===== src/hw/rtl/fxexp_div_pipe.sv =====
// Pipelined restoring divider, one quotient bit per register stage, with sideband.
module fxexp_div_pipe #(
   parameter int QUOT_W    = 24,
   parameter int DIVISOR_W = 12,
   parameter int SIDE_W    = 1
) (
   input  logic                 clock,
   input  logic                 reset,
   input  logic                 en,
   input  logic                 in_valid,
   input  logic [DIVISOR_W-1:0] in_rem,    // upper dividend bits, below divisor
   input  logic [QUOT_W-1:0]    in_work,   // lower dividend bits
   input  logic [SIDE_W-1:0]    in_side,
   input  logic [DIVISOR_W-1:0] divisor,
   output logic                 out_valid,
   output logic [QUOT_W-1:0]    out_quot,
   output logic [DIVISOR_W-1:0] out_rem,
   output logic [SIDE_W-1:0]    out_side
);

   logic                 valid_ff [QUOT_W];
   logic [DIVISOR_W-1:0] rem_ff   [QUOT_W];
   logic [DIVISOR_W-1:0] rem_in   [QUOT_W];
   logic [QUOT_W-1:0]    work_ff  [QUOT_W];
   logic [QUOT_W-1:0]    work_in  [QUOT_W];
   logic [SIDE_W-1:0]    side_ff  [QUOT_W];

   for (genvar k = 0; k < QUOT_W; k++) begin : g_step
      logic                 src_valid;
      logic [DIVISOR_W-1:0] src_rem;
      logic [QUOT_W-1:0]    src_work;
      logic [SIDE_W-1:0]    src_side;
      logic [DIVISOR_W:0]   trial;
      logic [DIVISOR_W:0]   trial_sub;
      logic                 ge;

      if (k == 0) begin : g_first
         assign src_valid = in_valid;
         assign src_rem   = in_rem;
         assign src_work  = in_work;
         assign src_side  = in_side;
      end else begin : g_next
         assign src_valid = valid_ff[k-1];
         assign src_rem   = rem_ff[k-1];
         assign src_work  = work_ff[k-1];
         assign src_side  = side_ff[k-1];
      end

      // shift in the next dividend bit, subtract when it fits
      assign trial     = {src_rem, src_work[QUOT_W-1]};
      assign ge        = (trial >= {1'b0, divisor});
      assign trial_sub = trial - {1'b0, divisor};
      assign rem_in[k]  = ge ? trial_sub[DIVISOR_W-1:0] : trial[DIVISOR_W-1:0];
      assign work_in[k] = {src_work[QUOT_W-2:0], ge};

      always_ff @(posedge clock) begin
         if (reset) begin
            valid_ff[k] <= 1'b0;
         end else if (en) begin
            valid_ff[k] <= src_valid;
         end
      end

      always_ff @(posedge clock) begin
         if (en) begin
            rem_ff[k]  <= rem_in[k];
            work_ff[k] <= work_in[k];
            side_ff[k] <= src_side;
         end
      end
   end

   assign out_valid = valid_ff[QUOT_W-1];
   assign out_quot  = work_ff[QUOT_W-1];
   assign out_rem   = rem_ff[QUOT_W-1];
   assign out_side  = side_ff[QUOT_W-1];

endmodule


===== config.mk =====
export PLATFORM = sky130hd
export DESIGN_NAME = fxexp_div_pipe
export DESIGN_NICKNAME = d
export VERILOG_FILES = /design/src/hw/rtl/fxexp_div_pipe.sv
export SDC_FILE = /design/constraint.sdc
export NUM_CORES = 1
export LEC_CHECK = 0
export BUFFER_PORTS_ARGS = -buffer_cell sky130_fd_sc_hd__buf_2
export CORE_UTILIZATION = 50
export DETAILED_ROUTE_END_ITERATION = 8
export PLACE_DENSITY = 0.7
export SLEW_MARGIN = 5
export SYNTH_ARGS = -nofsm -noshare
export SYNTH_HDL_FRONTEND = slang
export SYNTH_SLANG_ARGS = --single-unit

===== constraint.sdc =====
create_clock -name clock -period 4.6 [get_ports clock]
set_input_delay 0.92 -clock clock [delete_from_list [all_inputs] [get_ports clock]]
set_output_delay 0.92 -clock clock [all_outputs]
set_load 0.02 [all_outputs]

# == Word-level counts from Yosys, hierarchy flattened ==
# Memory sizes are Yosys's and may differ from the RTL's.
# Cells that the tools add are included.
# op_classes
addsub,24
order_cmp,24
mux,54
n_bitwise,24
# op_table
op,count
>= comparator 13 x 12 -> 1 bit,24
2-to-1 mux 12 bit,24
subtractor 12 bit,24
2-to-1 mux 1 bit,30
OR 1 bit,24
# word_totals
regBits,0
ram_bits,912
elab_cells,130
n_memories,4
# memory_table
name,words,word_bits,rd,rd_ports_with_merged_regs,wr,line,source
work_ff,24,24,24,0,24,24,logic [QUOT_W-1:0] work_ff [QUOT_W];
rem_ff,24,12,24,0,24,22,logic [DIVISOR_W-1:0] rem_ff [QUOT_W];
side_ff,24,1,24,0,24,26,logic [SIDE_W-1:0] side_ff [QUOT_W];
valid_ff,24,1,24,0,24,21,logic valid_ff [QUOT_W];

# == Depth between registers and ports, before layout ==
# logic_depth
depth_word,4
ltp_mapped,10
mapped_depth_nobuf,10

# == Least setup slack after synthesis ==
# Ideal clock, no wire load.
# synth_path
path_kind,input-to-reg
from,input divisor[1]
to,memory rem_ff[3][10] (data pin)
setup_time_ns,0.260
arrival_time_ns,3.605
required_ns,4.340
path_slack_ns,0.734
stages,10
path_buffers,1
path_cell_list,inv_1 ha_1 nor2b_4 o31a_1 or3_1 a21oi_2 a21oi_2 a2111oi_4 buf_6 mux2_4
# synth_lines
element,line,source
"start, declared",14,"input logic [DIVISOR_W-1:0] divisor,"
"end, declared",22,

==> impl_metrics.ini <==
[floorplan]
coreArea_um2 = 85800
die_h_um = 297
die_x_um = 297
rows = 107
boundaryPins = 91
dieArea_um2 = 88400
start_util_pct = 50.8

[sta]
fin_crit_sh_pct = 82.2
hold_viol_final = 0
rsz0062_at_grt = no
fmax_ghz = 0.265
finalCriticalPeriod_ns = 3.78
worst_pin_slew_ns = 1.24
tns_ns = 0
fin_skew_ns = 0.0220
setup_violations = 0
timing.slew.headroom_pct = 16.7
slew_violations = 0

[finish]
layout-drive-gt1-share_pct = 15.3
syn2layout_area_growth_pct = 12.5
fillCellCount = 6685
multi_input_area_um2 = 15600
nets = 3597
seq_area_um2 = 27400
final_cells = 4457
diodes = 0

[logic_synthesis]
yosysWarningCount = 0
synthFlopType = edfxtp_1
seq_area_frac_synth_pct = 62.8
synth-seq-cells = 912
avgSynthCellArea_um2 = 14.3
synth-edff-count = 912
synthesis.nets = 3409
synth_cell_types = 55
netlist_area_um2 = 43600
async_reset_ff_share_pct = 0
syn_inst = 3044

[worst_hold_path]
hp-class = reg -> reg

[clock_tree]
post_cts_buffers = 0
cts_sinks = 912
clock_latency_ns = 0.65
postCtsHoldBufs = 0
cts_resized = 0
clkSlewWorstSetupHoldPaths_ns = 0.06
root_buffer = clkbuf_16
htree_levels = 3
cts_tree = built
cts-buffers-inserted = 95
cts_buffer_depth = 3

[power]
ir_drop_mv = 0.386
pwr_density_cell_nw_per_um2 = 668
p_leak_nw = 18.7

[route]
drtAntennaViolNets = 0
post-route-drc-count = 0
vias_per_cell = 5.69
vias = 25400
wl_um = 83500
wl_per_cell_um = 18.7
dr.first_iter.drc_count = 1861
drt_pass1_iterations = 6

[placement]
dp.cells = 4279
hpwl_um = 54200
port_buffers = 90
gp_congestion = 0.889

[worst_setup_path]
worstSetupPathType = in -> reg
worstSetupStartpointType = primary input
crit_path_end_kind = flip-flop
critPathMaxFanout = 18
cp_data_required_time_ns = 4.99
critPathArrivalTime_ns = 4.17

[run]
cap_violations = 0

[grt]
antenna_found_initial = 0
grt_usage_pct = 18.7
grt_start_max_net_pins = 141
first_global_vias = 25700
grt_pass1_wl_um = 133000
gr-total-overflow = 0

[status]
outcome = complete, no violations
[placed cells by master (no fill, tap or decap), drive strengths merged, types with 57 or more instances in the layout]
master,count
xor2,88
clkbuf,112
xnor2,99
nand2,89
nor2,155
buf,125
mux2,189
o21a,57
a21oi,216
o21ai,126
nand3,81
a21o,94
edfxtp,912
inv,127
ha,288
[state kept, by name (all words and copies together), names as in the netlist]
register and flops:
work_ff 576, rem_ff 288, side_ff 24, valid_ff 24
[layer usage]
| metal | routed length (um) | vias up | track usage (%) |
|---|---|---|---|
| met5 | 0 | - | 0 |
| met4 | 3100 | 0 | 7.16 |
| met3 | 3740 | 224 | 2.95 |
| met2 | 40700 | 669 | 32.1 |
| met1 | 36000 | 12300 | 23.9 |
| li1 | - | 12100 | - |
[kinds of logic after synthesis]
group	share of synthesized area, %
adders and majority gates	9.36
muxes	5.87
xor gates and xnor gates	3.75
and+or+nand+nor	6.85
buffers and inverters	1.47
DFF	62.8
AOI/OAI and AO/OA	9.91
[layout make-up]
type | count | share of cell area, %
Sequential cell | 912 | 55.8
Multi-Input combinational cell | 1974 | 31.9
Clock buffer | 112 | 5.06
Tap cell | 1144 | 2.92
Timing Repair Buffer | 125 | 1.81
Clock inverter | 66 | 1.59
Inverter | 124 | 0.948
[report_power, final]
group	internal [mW]	total [mW]	switching (mW)
registers	11.8	12.7	0.946
logic	5.83	12.2	6.37
clock network	4.68	7.89	3.21
total	22.3	32.8	10.5
[through the flow]
stage | hold slack, ns | util (%) | cell area (um^2) | worst slack, ns | power (mW)
final | 0.400 | 57.2 | 49100 | 0.820 | 32.8
after global routing | 0.395 | 57.2 | 49100 | 0.808 | 34.8
after CTS | 0.388 | 57.2 | 49100 | 0.884 | 33.0
after detailed placement | 0.405 | 53.4 | 45800 | 0.248 | 24.8
after global placement | 0.400 | 53.4 | 45800 | 0.212 | 24.3
after floorplan | 0.400 | - | 43600 | 0.734 | 22.0
[worst max-delay path: stages]
cell and delay [ns]:
buf_2 0.09, inv_1 0.04, buf_4 0.40, ha_1 0.36
a21o_1 0.19, a21o_1 0.19, a21oi_1 0.29, nor2_1 0.11
a2111oi_0 0.74, o31ai_2 0.43, mux2_2 0.39
[final timing paths]
kind,start,to,slack (ns),cells past startpoint
max,divisor[6],rem_ff[1][11],0.82,11
min,work_ff[2][21],work_ff[2][46],0.40,0
max reg2reg,rem_ff[0][5],rem_ff[1][11],1.27,8
min reg2reg,work_ff[2][21],work_ff[2][46],0.40,0
[cell usage after synthesis, drive strengths merged, types with 18 or more instances]
cell type / number / share of area (%)
nand2b: 41 / 0.59
inv: 124 / 1.1
o31a: 27 / 0.54
o21a: 57 / 0.98
nor2b: 56 / 0.84
xor2: 88 / 1.8
or3: 22 / 0.32
nor2: 155 / 1.3
a31oi: 19 / 0.27
mux2: 189 / 5.0
xnor2: 99 / 2.0
nand3: 81 / 0.93
fa: 24 / 1.1
a2111oi: 21 / 0.51
o41a: 18 / 0.46
nand2: 89 / 0.77
o311ai: 18 / 0.36
o21ai: 126 / 1.4
ha: 288 / 8.3
nor3: 28 / 0.32
and2: 32 / 0.46
clkbuf: 19 / 0.16
a21oi: 216 / 2.5
a21o: 94 / 1.6
edfxtp: 912 / 63
and3: 33 / 0.47
mux2i: 38 / 0.87
Note: power is estimated with default switching activity, not from simulation.
